### src/prm_pkg.sv
// prm_pkg: opcodes, state encodings and fixed constants of the packet rate meter
// no dependencies; used by every module of the block
package prm_pkg;

	typedef enum logic [2:0] {
		OP_INC      = 3'd0,
		OP_RESET    = 3'd1,
		OP_OVERRULE = 3'd2,
		OP_CLICK    = 3'd3,
		OP_HOLD     = 3'd4,
		OP_CONTINUE = 3'd5
	} opcode_t;

	typedef enum logic [1:0] {
		F_IDLE,
		F_ELAPSED,
		F_APPLY
	} front_state_t;

	typedef enum logic [2:0] {
		B_IDLE,
		B_MUL_LO,
		B_MUL_HI,
		B_SUM,
		B_CHECK,
		B_DIVIDE,
		B_ROUND,
		B_DONE
	} back_state_t;

	// field widths of the ports
	localparam int unsigned OP_W      = 3;
	localparam int unsigned IN_W      = 32;
	localparam int unsigned USEC_W    = 20;
	localparam int unsigned RATE_W    = 32;
	localparam int unsigned TIME_OUT_W = 48;

	// a timestamp in microseconds: (2^32 - 1) * 1e6 + 2^20 stays below 2^52
	localparam int unsigned STAMP_W = 52;

	localparam int unsigned US_PER_SEC    = 1000000;
	localparam int unsigned BITS_PER_BYTE = 8;

	// rate scale factors and the multiplier datapath built around them
	localparam int unsigned K_W   = 23;
	localparam logic [K_W-1:0] K_PKT = K_W'(US_PER_SEC);
	localparam logic [K_W-1:0] K_BIT = K_W'(US_PER_SEC * BITS_PER_BYTE);
	localparam int unsigned HALF_W  = 32;
	localparam int unsigned N_EXT_W = 2 * HALF_W;
	localparam int unsigned PROD_W  = HALF_W + K_W;
	localparam int unsigned NUM_W   = N_EXT_W + K_W;

	localparam int unsigned DIV_CNT_W = $clog2(RATE_W);
	localparam logic [DIV_CNT_W-1:0] DIV_LAST = DIV_CNT_W'(RATE_W - 1);

	localparam int unsigned QUEUE_DEPTH = 4;

endpackage

### src/packet_rate_meter.sv
// packet_rate_meter: top level, front (state update), snapshot queue, back (rates)
// depends on prm_pkg, prm_front, prm_fifo, prm_back
//
//  channel  | direction | handshake          | payload
//  ---------+-----------+--------------------+-----------------------------------------
//  input    | in        | in_valid/in_stall  | opcode amount size_amount time_sec time_usec
//  result   | out       | out_valid/out_stall| packet_count byte_count total_time_us
//           |           |                    | packet_rate bit_rate is_running
//
// front accepts no new item until the last one's snapshot is pushed; back pops one
// snapshot at a time and runs two rates on one shared divider, each in 3 multiply/sum
// steps, 1 check, 32 quotient bits at one bit per cycle and 1 rounding step, ending at
// the check when the run time is zero or the rate saturates, plus pop and output load
// reset is asynchronous active low and clears counts, time, start stamp and running flag
// in_stall is high while the front is busy, also while it waits on a full queue;
// out_stall holds the result register and, once the queue fills, backs up to the input
module packet_rate_meter #(
	parameter int unsigned COUNT_WIDTH = 32,
	parameter int unsigned TIME_WIDTH  = 48
) (
	input  logic                           clk,
	input  logic                           arst_n,
	input  logic                           in_valid,
	output logic                           in_stall,
	input  logic [prm_pkg::OP_W-1:0]       opcode,
	input  logic [prm_pkg::IN_W-1:0]       amount,
	input  logic [prm_pkg::IN_W-1:0]       size_amount,
	input  logic [prm_pkg::IN_W-1:0]       time_sec,
	input  logic [prm_pkg::USEC_W-1:0]     time_usec,
	output logic                           out_valid,
	input  logic                           out_stall,
	output logic [prm_pkg::RATE_W-1:0]     packet_count,
	output logic [prm_pkg::RATE_W-1:0]     byte_count,
	output logic [prm_pkg::TIME_OUT_W-1:0] total_time_us,
	output logic [prm_pkg::RATE_W-1:0]     packet_rate,
	output logic [prm_pkg::RATE_W-1:0]     bit_rate,
	output logic                           is_running
);
	import prm_pkg::*;

	localparam int unsigned SNAP_W = 2 * COUNT_WIDTH + TIME_WIDTH + 1;

	logic                   f_push, q_full, q_empty, b_pop;
	logic [COUNT_WIDTH-1:0] f_pkt, f_bytes;
	logic [TIME_WIDTH-1:0]  f_time;
	logic                   f_run;
	logic [SNAP_W-1:0]      q_wr, q_rd;

	prm_front #(
		.COUNT_WIDTH (COUNT_WIDTH),
		.TIME_WIDTH  (TIME_WIDTH)
	) u_front (
		.clk         (clk),
		.arst_n      (arst_n),
		.in_valid    (in_valid),
		.in_stall    (in_stall),
		.opcode      (opcode),
		.amount      (amount),
		.size_amount (size_amount),
		.time_sec    (time_sec),
		.time_usec   (time_usec),
		.q_push      (f_push),
		.q_full      (q_full),
		.q_pkt       (f_pkt),
		.q_bytes     (f_bytes),
		.q_time      (f_time),
		.q_run       (f_run)
	);

	assign q_wr = {f_run, f_time, f_bytes, f_pkt};

	prm_fifo #(
		.WIDTH (SNAP_W)
	) u_fifo (
		.clk     (clk),
		.arst_n  (arst_n),
		.push    (f_push),
		.wr_data (q_wr),
		.full    (q_full),
		.pop     (b_pop),
		.rd_data (q_rd),
		.empty   (q_empty)
	);

	prm_back #(
		.COUNT_WIDTH (COUNT_WIDTH),
		.TIME_WIDTH  (TIME_WIDTH)
	) u_back (
		.clk           (clk),
		.arst_n        (arst_n),
		.q_empty       (q_empty),
		.q_pop         (b_pop),
		.q_pkt         (q_rd[COUNT_WIDTH-1:0]),
		.q_bytes       (q_rd[2*COUNT_WIDTH-1:COUNT_WIDTH]),
		.q_time        (q_rd[2*COUNT_WIDTH+TIME_WIDTH-1:2*COUNT_WIDTH]),
		.q_run         (q_rd[SNAP_W-1]),
		.out_valid     (out_valid),
		.out_stall     (out_stall),
		.packet_count  (packet_count),
		.byte_count    (byte_count),
		.total_time_us (total_time_us),
		.packet_rate   (packet_rate),
		.bit_rate      (bit_rate),
		.is_running    (is_running)
	);

endmodule

### src/prm_front.sv
// prm_front: takes items, applies the opcode to the counters and the time
// accumulator, and pushes a snapshot of the new state into the queue; uses prm_pkg
module prm_front #(
	parameter int unsigned COUNT_WIDTH = 32,
	parameter int unsigned TIME_WIDTH  = 48
) (
	input  logic                         clk,
	input  logic                         arst_n,
	input  logic                         in_valid,
	output logic                         in_stall,
	input  logic [prm_pkg::OP_W-1:0]     opcode,
	input  logic [prm_pkg::IN_W-1:0]     amount,
	input  logic [prm_pkg::IN_W-1:0]     size_amount,
	input  logic [prm_pkg::IN_W-1:0]     time_sec,
	input  logic [prm_pkg::USEC_W-1:0]   time_usec,
	output logic                         q_push,
	input  logic                         q_full,
	output logic [COUNT_WIDTH-1:0]       q_pkt,
	output logic [COUNT_WIDTH-1:0]       q_bytes,
	output logic [TIME_WIDTH-1:0]        q_time,
	output logic                         q_run
);
	import prm_pkg::*;

	localparam int unsigned SUM_W = ((STAMP_W > TIME_WIDTH) ? STAMP_W : TIME_WIDTH) + 1;
	localparam logic [TIME_WIDTH-1:0] TIME_MAX = {TIME_WIDTH{1'b1}};

	front_state_t state_q, state_d;

	logic [COUNT_WIDTH-1:0] pkt_q, byte_q;
	logic [TIME_WIDTH-1:0]  run_time_q;
	logic [STAMP_W-1:0]     start_us_q;
	logic                   running_q;

	opcode_t                op_q;
	logic [IN_W-1:0]        amount_q, size_q;
	logic [STAMP_W-1:0]     stop_us_q, elapsed_q;

	logic [COUNT_WIDTH-1:0] pkt_d, byte_d;
	logic [TIME_WIDTH-1:0]  run_time_d, run_acc;
	logic [STAMP_W-1:0]     start_us_d;
	logic                   running_d;
	logic [SUM_W-1:0]       run_sum;
	logic                   accept;

	assign in_stall = (state_q != F_IDLE);
	assign accept   = in_valid && !in_stall;

	// saturating add of the elapsed interval
	assign run_sum = SUM_W'(run_time_q) + SUM_W'(elapsed_q);
	assign run_acc = (run_sum > SUM_W'(TIME_MAX)) ? TIME_MAX : run_sum[TIME_WIDTH-1:0];

	always_comb begin
		pkt_d      = pkt_q;
		byte_d     = byte_q;
		run_time_d = run_time_q;
		start_us_d = start_us_q;
		running_d  = running_q;
		case (op_q)
			OP_INC: begin
				pkt_d  = pkt_q + COUNT_WIDTH'(amount_q);
				byte_d = byte_q + COUNT_WIDTH'(size_q);
			end
			OP_RESET: begin
				pkt_d      = COUNT_WIDTH'(amount_q);
				byte_d     = '0;
				run_time_d = '0;
			end
			OP_OVERRULE: begin
				pkt_d  = COUNT_WIDTH'(amount_q);
				byte_d = COUNT_WIDTH'(size_q);
			end
			OP_CLICK: begin
				if (running_q) begin
					run_time_d = run_acc;
					start_us_d = stop_us_q;
				end
			end
			OP_HOLD: begin
				if (running_q) begin
					run_time_d = run_acc;
					start_us_d = stop_us_q;
					running_d  = 1'b0;
				end
			end
			OP_CONTINUE: begin
				if (!running_q) begin
					start_us_d = stop_us_q;
					running_d  = 1'b1;
				end
			end
			default: begin
			end
		endcase
	end

	always_comb begin
		state_d = state_q;
		q_push  = 1'b0;
		case (state_q)
			F_IDLE: begin
				if (accept)
					state_d = F_ELAPSED;
			end
			F_ELAPSED: state_d = F_APPLY;
			F_APPLY: begin
				if (!q_full) begin
					q_push  = 1'b1;
					state_d = F_IDLE;
				end
			end
			default: state_d = F_IDLE;
		endcase
	end

	assign q_pkt   = pkt_d;
	assign q_bytes = byte_d;
	assign q_time  = run_time_d;
	assign q_run   = running_d;

	always_ff @(posedge clk or negedge arst_n) begin
		if (!arst_n) begin
			state_q    <= F_IDLE;
			pkt_q      <= '0;
			byte_q     <= '0;
			run_time_q <= '0;
			start_us_q <= '0;
			running_q  <= 1'b0;
		end else begin
			state_q <= state_d;
			if (q_push) begin
				pkt_q      <= pkt_d;
				byte_q     <= byte_d;
				run_time_q <= run_time_d;
				start_us_q <= start_us_d;
				running_q  <= running_d;
			end
		end
	end

	always_ff @(posedge clk) begin
		if (accept) begin
			op_q      <= opcode_t'(opcode);
			amount_q  <= amount;
			size_q    <= size_amount;
			// timestamp in microseconds, usec above one million simply adds on
			stop_us_q <= (STAMP_W'(time_sec) * STAMP_W'(US_PER_SEC)) + STAMP_W'(time_usec);
		end
		if (state_q == F_ELAPSED)
			elapsed_q <= (stop_us_q > start_us_q) ? (stop_us_q - start_us_q) : '0;
	end

`ifndef SYNTHESIS
	a_push_room: assert property (@(posedge clk) disable iff (!arst_n)
		q_push |-> (!q_full && $past(state_q) == F_ELAPSED || $past(state_q) == F_APPLY))
		else $error("snapshot pushed without a finished interval or into a full queue");
`endif

endmodule

### src/prm_fifo.sv
// prm_fifo: short queue of state snapshots between the front and the back
// depth from prm_pkg
module prm_fifo #(
	parameter int unsigned WIDTH = 113
) (
	input  logic             clk,
	input  logic             arst_n,
	input  logic             push,
	input  logic [WIDTH-1:0] wr_data,
	output logic             full,
	input  logic             pop,
	output logic [WIDTH-1:0] rd_data,
	output logic             empty
);
	import prm_pkg::*;

	localparam int unsigned PTR_W = $clog2(QUEUE_DEPTH);

	logic [WIDTH-1:0] mem_q [QUEUE_DEPTH];
	logic [PTR_W-1:0] wr_ptr_q, rd_ptr_q;
	logic [PTR_W:0]   count_q;
	logic             do_push, do_pop;

	assign full    = (count_q == (PTR_W + 1)'(QUEUE_DEPTH));
	assign empty   = (count_q == '0);
	assign do_push = push && !full;
	assign do_pop  = pop && !empty;
	assign rd_data = mem_q[rd_ptr_q];

	always_ff @(posedge clk or negedge arst_n) begin
		if (!arst_n) begin
			wr_ptr_q <= '0;
			rd_ptr_q <= '0;
			count_q  <= '0;
		end else begin
			if (do_push)
				wr_ptr_q <= wr_ptr_q + 1'b1;
			if (do_pop)
				rd_ptr_q <= rd_ptr_q + 1'b1;
			if (do_push && !do_pop)
				count_q <= count_q + 1'b1;
			else if (do_pop && !do_push)
				count_q <= count_q - 1'b1;
		end
	end

	always_ff @(posedge clk) begin
		if (do_push)
			mem_q[wr_ptr_q] <= wr_data;
	end

`ifndef SYNTHESIS
	a_count_ptrs: assert property (@(posedge clk) disable iff (!arst_n)
		(count_q <= (PTR_W + 1)'(QUEUE_DEPTH)) &&
		(PTR_W'(count_q) == PTR_W'(wr_ptr_q - rd_ptr_q)))
		else $error("queue fill count disagrees with pointers");
`endif

endmodule

### src/prm_back.sv
// prm_back: pops snapshots, scales counts and divides them by the run time
// bit by bit for both rates, and holds the result register; uses prm_pkg
module prm_back #(
	parameter int unsigned COUNT_WIDTH = 32,
	parameter int unsigned TIME_WIDTH  = 48
) (
	input  logic                           clk,
	input  logic                           arst_n,
	input  logic                           q_empty,
	output logic                           q_pop,
	input  logic [COUNT_WIDTH-1:0]         q_pkt,
	input  logic [COUNT_WIDTH-1:0]         q_bytes,
	input  logic [TIME_WIDTH-1:0]          q_time,
	input  logic                           q_run,
	output logic                           out_valid,
	input  logic                           out_stall,
	output logic [prm_pkg::RATE_W-1:0]     packet_count,
	output logic [prm_pkg::RATE_W-1:0]     byte_count,
	output logic [prm_pkg::TIME_OUT_W-1:0] total_time_us,
	output logic [prm_pkg::RATE_W-1:0]     packet_rate,
	output logic [prm_pkg::RATE_W-1:0]     bit_rate,
	output logic                           is_running
);
	import prm_pkg::*;

	localparam int unsigned CMP_W = ((TIME_WIDTH + RATE_W) > NUM_W) ?
		(TIME_WIDTH + RATE_W) : NUM_W;
	localparam int unsigned CNT_EXT_W  = (COUNT_WIDTH > RATE_W) ? COUNT_WIDTH : RATE_W;
	localparam int unsigned TIME_EXT_W = (TIME_WIDTH > TIME_OUT_W) ? TIME_WIDTH : TIME_OUT_W;

	back_state_t state_q, state_d;

	logic [COUNT_WIDTH-1:0] job_pkt_q, job_byte_q;
	logic [TIME_WIDTH-1:0]  job_time_q;
	logic                   job_run_q;
	logic                   sel_q;
	logic [PROD_W-1:0]      plo_q, phi_q;
	logic [NUM_W-1:0]       num_q;
	logic [TIME_WIDTH:0]    rem_q;
	logic [RATE_W-1:0]      quo_q;
	logic [DIV_CNT_W-1:0]   cnt_q;
	logic [RATE_W-1:0]      prate_q, brate_q;
	logic                   out_valid_q;

	logic [RATE_W-1:0]      packet_count_q, byte_count_q, packet_rate_q, bit_rate_q;
	logic [TIME_OUT_W-1:0]  total_time_q;
	logic                   is_running_q;

	logic [N_EXT_W-1:0]     n_sel;
	logic [K_W-1:0]         k_sel;
	logic [TIME_WIDTH:0]    trial;
	logic                   div_ge, too_big, round_up, finish, load_out;
	logic [RATE_W-1:0]      result;
	logic [CNT_EXT_W-1:0]   pkt_ext, byte_ext;
	logic [TIME_EXT_W-1:0]  time_ext;

	assign n_sel = sel_q ? N_EXT_W'(job_byte_q) : N_EXT_W'(job_pkt_q);
	assign k_sel = sel_q ? K_BIT : K_PKT;

	// quotient would need more than 32 bits
	assign too_big = CMP_W'(num_q) >= CMP_W'({job_time_q, {RATE_W{1'b0}}});

	assign trial    = {rem_q[TIME_WIDTH-1:0], quo_q[RATE_W-1]};
	assign div_ge   = trial >= {1'b0, job_time_q};
	assign round_up = {rem_q[TIME_WIDTH-1:0], 1'b0} >= {1'b0, job_time_q};

	assign pkt_ext  = CNT_EXT_W'(job_pkt_q);
	assign byte_ext = CNT_EXT_W'(job_byte_q);
	assign time_ext = TIME_EXT_W'(job_time_q);

	always_comb begin
		state_d  = state_q;
		q_pop    = 1'b0;
		finish   = 1'b0;
		result   = '0;
		load_out = 1'b0;
		case (state_q)
			B_IDLE: begin
				if (!q_empty) begin
					q_pop   = 1'b1;
					state_d = B_MUL_LO;
				end
			end
			B_MUL_LO: state_d = B_MUL_HI;
			B_MUL_HI: state_d = B_SUM;
			B_SUM:    state_d = B_CHECK;
			B_CHECK: begin
				if (job_time_q == '0) begin
					finish = 1'b1;
					result = '0;
				end else if (too_big) begin
					finish = 1'b1;
					result = '1;
				end else begin
					state_d = B_DIVIDE;
				end
			end
			B_DIVIDE: begin
				if (cnt_q == DIV_LAST)
					state_d = B_ROUND;
			end
			B_ROUND: begin
				finish = 1'b1;
				result = (round_up && quo_q != '1) ? quo_q + 1'b1 : quo_q;
			end
			B_DONE: begin
				if (!out_valid_q || !out_stall) begin
					load_out = 1'b1;
					state_d  = B_IDLE;
				end
			end
			default: state_d = B_IDLE;
		endcase
		// packet rate first, then the bit rate on the same unit
		if (finish)
			state_d = sel_q ? B_DONE : B_MUL_LO;
	end

	always_ff @(posedge clk or negedge arst_n) begin
		if (!arst_n) begin
			state_q     <= B_IDLE;
			sel_q       <= 1'b0;
			out_valid_q <= 1'b0;
		end else begin
			state_q <= state_d;
			if (q_pop)
				sel_q <= 1'b0;
			else if (finish)
				sel_q <= 1'b1;
			if (load_out)
				out_valid_q <= 1'b1;
			else if (!out_stall)
				out_valid_q <= 1'b0;
		end
	end

	always_ff @(posedge clk) begin
		if (q_pop) begin
			job_pkt_q  <= q_pkt;
			job_byte_q <= q_bytes;
			job_time_q <= q_time;
			job_run_q  <= q_run;
		end
		if (state_q == B_MUL_LO)
			plo_q <= PROD_W'(n_sel[HALF_W-1:0]) * PROD_W'(k_sel);
		if (state_q == B_MUL_HI)
			phi_q <= PROD_W'(n_sel[N_EXT_W-1:HALF_W]) * PROD_W'(k_sel);
		if (state_q == B_SUM)
			num_q <= NUM_W'(plo_q) + (NUM_W'(phi_q) << HALF_W);
		if (state_q == B_CHECK) begin
			// upper part is below the divisor, low 32 bits feed the shifts
			rem_q <= (TIME_WIDTH + 1)'(num_q >> RATE_W);
			quo_q <= num_q[RATE_W-1:0];
			cnt_q <= '0;
		end
		if (state_q == B_DIVIDE) begin
			rem_q <= div_ge ? (trial - {1'b0, job_time_q}) : trial;
			quo_q <= {quo_q[RATE_W-2:0], div_ge};
			cnt_q <= cnt_q + 1'b1;
		end
		if (finish && !sel_q)
			prate_q <= result;
		if (finish && sel_q)
			brate_q <= result;
		if (load_out) begin
			packet_count_q <= pkt_ext[RATE_W-1:0];
			byte_count_q   <= byte_ext[RATE_W-1:0];
			total_time_q   <= time_ext[TIME_OUT_W-1:0];
			packet_rate_q  <= prate_q;
			bit_rate_q     <= brate_q;
			is_running_q   <= job_run_q;
		end
	end

	assign out_valid     = out_valid_q;
	assign packet_count  = packet_count_q;
	assign byte_count    = byte_count_q;
	assign total_time_us = total_time_q;
	assign packet_rate   = packet_rate_q;
	assign bit_rate      = bit_rate_q;
	assign is_running    = is_running_q;

`ifndef SYNTHESIS
	a_rem_below_div: assert property (@(posedge clk) disable iff (!arst_n)
		(state_q == B_DIVIDE || state_q == B_ROUND) |-> (rem_q < {1'b0, job_time_q}))
		else $error("division remainder not below the run time");
	a_div_nonzero: assert property (@(posedge clk) disable iff (!arst_n)
		(state_q == B_DIVIDE) |-> (job_time_q != '0))
		else $error("division started with zero run time");
	a_pop_nonempty: assert property (@(posedge clk) disable iff (!arst_n)
		q_pop |-> (!q_empty && state_q == B_IDLE))
		else $error("snapshot popped from empty queue or while busy");
`endif

endmodule
### config.mk
export PLATFORM = sky130hd
export DESIGN_NAME = packet_rate_meter
export DESIGN_NICKNAME = d
export VERILOG_FILES = /design/src/prm_pkg.sv /design/src/packet_rate_meter.sv /design/src/prm_front.sv /design/src/prm_fifo.sv /design/src/prm_back.sv
export SDC_FILE = /design/constraint.sdc
export NUM_CORES = 2
export LEC_CHECK = 0
export BUFFER_PORTS_ARGS = -buffer_cell sky130_fd_sc_hd__buf_2
export CAP_MARGIN = 30
export CORE_ASPECT_RATIO = 0.9
export CORE_MARGIN = 2
export CORE_UTILIZATION = 55
export CTS_BUF_LIST = sky130_fd_sc_hd__clkbuf_4 sky130_fd_sc_hd__clkbuf_8 sky130_fd_sc_hd__clkbuf_16
export DETAILED_ROUTE_END_ITERATION = 6
export PLACE_DENSITY = 0.72
export RECOVER_POWER = 50
export SETUP_SLACK_MARGIN = 0.5
export SYNTH_ARGS = -nofsm -noshare
export SYNTH_HDL_FRONTEND = slang
export SYNTH_SLANG_ARGS = --single-unit
export TNS_END_PERCENT = 1
### constraint.sdc
create_clock -name clk -period 24.2 [get_ports clk]
set_clock_uncertainty 0.2 [all_clocks]
set_input_delay 3.63 -clock clk [delete_from_list [all_inputs] [get_ports clk]]
set_output_delay 3.63 -clock clk [all_outputs]
set_load 0.02 [all_outputs]
==> results_dict.tcl <==
set metrics [dict create \
    final_hold_viol_count 0 \
    mostFrequentLayoutCell "edfxtp_1" \
    mostFrequentLayoutCells "1160 x edfxtp_1, 646 x ha_1, 611 x inv_1" \
    maxCapViolations 23 \
    insertion_delay_ns 0.77 \
    drive_gt1_share_pct 11.8 \
    violations "max-capacitance violations, max-slew violations" \
    dr.pass1.iters 6 \
    netlist_area_sq_um 80300 \
    tritoncts "built" \
    crit_path_end_kind "register" \
    synth_async_sr_flop_share_pct 13.4 \
    synthAdderAreaFrac_pct 20.0 \
    cts_htree_levels 4 \
    synth_compound_area_share_pct 10.6 \
    antenna_found_initial 7 \
    yosys.area.top_type "edfxtp_1" \
    post_cts_buffers 0 \
    cp_common_cell "fa_1" \
    max_stage_delay_ns 2.07 \
    synth-seq-area-share_pct 49.0 \
    period_needed_ns 10.83 \
    synth-main-ff-cell "edfxtp_1" \
    required_ns 24.47 \
    worst-setup-path-type "register to register" \
    start_util_pct 55.6 \
    cp-start-kind "register" \
    grt_start_max_net_pins 71 \
    grt_pass1_wl_um 294000 \
    yosys_warnings 0 \
    fin_cells 8777 \
    final-max-slew-violation-count 1216 \
    synth.area.top_cells "edfxtp_1 43%, ha_1 10%, fa_1 10%" \
    setup_tns_ns 0 \
    fmaxAchievable_ghz 0.0923 \
    drtIter0Drc 4368 \
    cpLargestDelayFamily "adder cells" \
    postSynthCellCount 6423 \
    syn_to_final_growth_pct 10.2 \
    crit_arrival_ns 11.10 \
    vias_per_cell 5.85 \
    synth_mux_area_share_pct 4.81 \
    slew_headroom_pct -198 \
    syn_area_per_cell_sq_um 12.5 \
    cts.clk_slew.worst_paths_ns 0.06 \
    dp.cells 8521 \
    synth.net_count 7592 \
    fin_area_sq_um 88400 \
    root_buffer "clkbuf_16" \
    grt_pass1_vias 50500 \
    clock-sinks 1339 \
    crit_slowest_cell "clkbuf_1" \
    synth-seq-cells 1339 \
    place_area_sq_um 83900 \
    synth_edf_count 1160 \
    tightest_slew_ns 4.46 \
    grt-ovfl-total 0 \
    fp.coreArea_sq_um 144000 \
    worstHoldPathType "register to register" \
    fp.dieH_um 366 \
    port_buffers 301 \
    final_nets 7888 \
    path_max_fanout 67 \
    numCtsBuffers 136 \
    fp.dieW_um 407 \
    drc 0 \
    gp_congestion 0.951 \
    status "finished, violations left" \
    cts_buffer_depth 3 \
    grt_setup_unrepaired "false" \
    grt_usage_pct 25.4 \
    period_share_pct 44.7 \
    netlist.area_leader.share_pct 43.4 \
    core.rowCount 132 \
    fin_util_pct 61.3 \
    die-area_sq_um 149000 \
    synth_top_family_by_area "adder cells" \
    hold_buffers 0 \
    hpwl_um 139000 \
    ioPinCount 302 \
    synth-xor-area-share_pct 3.62 \
    setup_violations 0 \
    route.vias.total 51300 \
    synthSimpleGateAreaFrac_pct 8.16 \
    postRouteAntennaNets 0 \
    crit_buf_inv 3 \
    wire_per_inst_um 21.4 \
    crit_chain "clkbuf_1 > nor2b_1 > nand2b_1 > fa_1 > inv_1 > fa_1 > fa_1 > fa_1 > fa_1 > inv_1 > fa_1 > ha_1 > ha_1 > a21o_1 > a21o_1 > a21oi_1 > a21oi_1 > a221o_1 > a31oi_1 > o21ai_0 > a21boi_0 > o21ai_0 > nand4_1 > nand4_1" \
    synth_cell_types 88 \
    drt_wl_total_um 188000 \
    post_cts_resized 0 \
]
-- worst reg2reg max path, stage by stage (launching register included) --
cell      delay, ns
dfrtp_2        0.37
clkbuf_1       2.07
nor2b_1        0.97
nand2b_1       0.54
fa_1           0.58
inv_1          0.05
fa_1           0.47
fa_1           0.54
fa_1           0.54
fa_1           0.55
inv_1          0.05
fa_1           0.47
ha_1           0.31
ha_1           0.37
a21o_1         0.20
a21o_1         0.16
a21oi_1        0.23
a21oi_1        0.16
a221o_1        0.31
a31oi_1        0.24
o21ai_0        0.27
a21boi_0       0.42
o21ai_0        0.23
nand4_1        0.13
nand4_1        0.09
-- stage by stage --
stage | hold WS [ns] | setup slack, ns
final | 0.205 | 13.37
after global routing | 0.213 | 12.80
after CTS | 0.209 | 14.13
after detailed placement | 0.205 | 13.35
after global placement | 0.201 | 13.42
after floorplan | 0.200 | 10.56
-- final cells by class --
cell class / count / area (sq um)
Fill cell: 11300 / 55900
Sequential cell: 1339 / 39300
Multi-Input combinational cell: 4280 / 38000
Clock buffer: 177 / 3770
Tap cell: 1943 / 2430
Inverter: 611 / 2290
Timing Repair Buffer: 351 / 1790
Clock inverter: 74 / 846
Antenna cell: 2 / 5.00
-- synth_stat cells, types with 42 or more instances --
library cell,count
nor2b_1,62
mux4_2,113
nand2_1,522
xor2_1,119
nor3_1,77
clkbuf_1,161
dfrtp_1,179
mux2_2,80
fa_1,400
xnor2_1,213
inv_1,609
nand4_1,80
a21o_1,165
o21ai_0,288
a211oi_1,53
ha_1,646
nor2_1,279
a22o_1,110
o21a_1,55
and2_1,48
o21bai_1,42
edfxtp_1,1160
nand3_1,67
nand2b_1,59
a21oi_1,301
and3_1,57
-- flip-flops by register name, indices dropped and copies added, names as in the netlist, 5 cells and up --
register / cells
u_front.amount_q: 32
u_front.byte_q: 32
u_fifo.mem_q: 452
u_back.bit_rate: 32
u_back.quo_q: 32
u_back.total_time_us: 48
u_back.packet_count: 32
u_front.elapsed_q: 52
u_back.byte_count: 32
u_back.byte_ext: 32
u_front.pkt_q: 32
u_front.size_q: 32
u_back.brate_q: 32
u_back.plo_q: 49
u_back.job_pkt_q: 32
u_back.num_q: 49
u_back.rem_q: 48
u_back.cnt_q: 5
u_front.run_time_q: 48
u_back.packet_rate: 32
u_back.prate_q: 32
u_front.stop_us_q: 52
u_front.start_us_q: 52
u_back.job_time_q: 48
-- layer usage --
metal,wire (um),part of all wire (%),vias up,GRT usage [%]
li1,-,-,24000,-
met1,87900,47,25200,39.1
met2,81600,43,1873,37.5
met3,14500,7.7,239,4.65
met4,4000,2.1,0,5.96
met5,0,0,-,0
-- kinds of logic after synthesis --
family,after synthesis
buffers and inverters,804
flip-flops,1339
multiplexers,234
AND/OR/NAND/NOR,1379
adder cells (fa/ha/maj),1046
AO/OA/AOI/OAI,1289
XOR/XNOR,332
-- final timing paths --
kind,startpoint,end,slack [ns],cells past startpoint
setup / recovery,u_back.sel_q,u_back.plo_q[47],13.37,24
hold / removal,u_back.job_run_q,u_back.is_running,0.20,0
setup reg to reg,u_back.sel_q,u_back.plo_q[47],13.37,24
hold reg to reg,u_back.job_run_q,u_back.is_running,0.20,0
max in group asynchronous,arst_n,u_fifo.rd_ptr_q[1],16.58,1
min in group asynchronous,arst_n,u_front.start_us_q[11],4.19,1
Power is left out: the tool's default activity adds up to more than one toggle a clock period on the data nets, which glitch-free logic cannot reach.
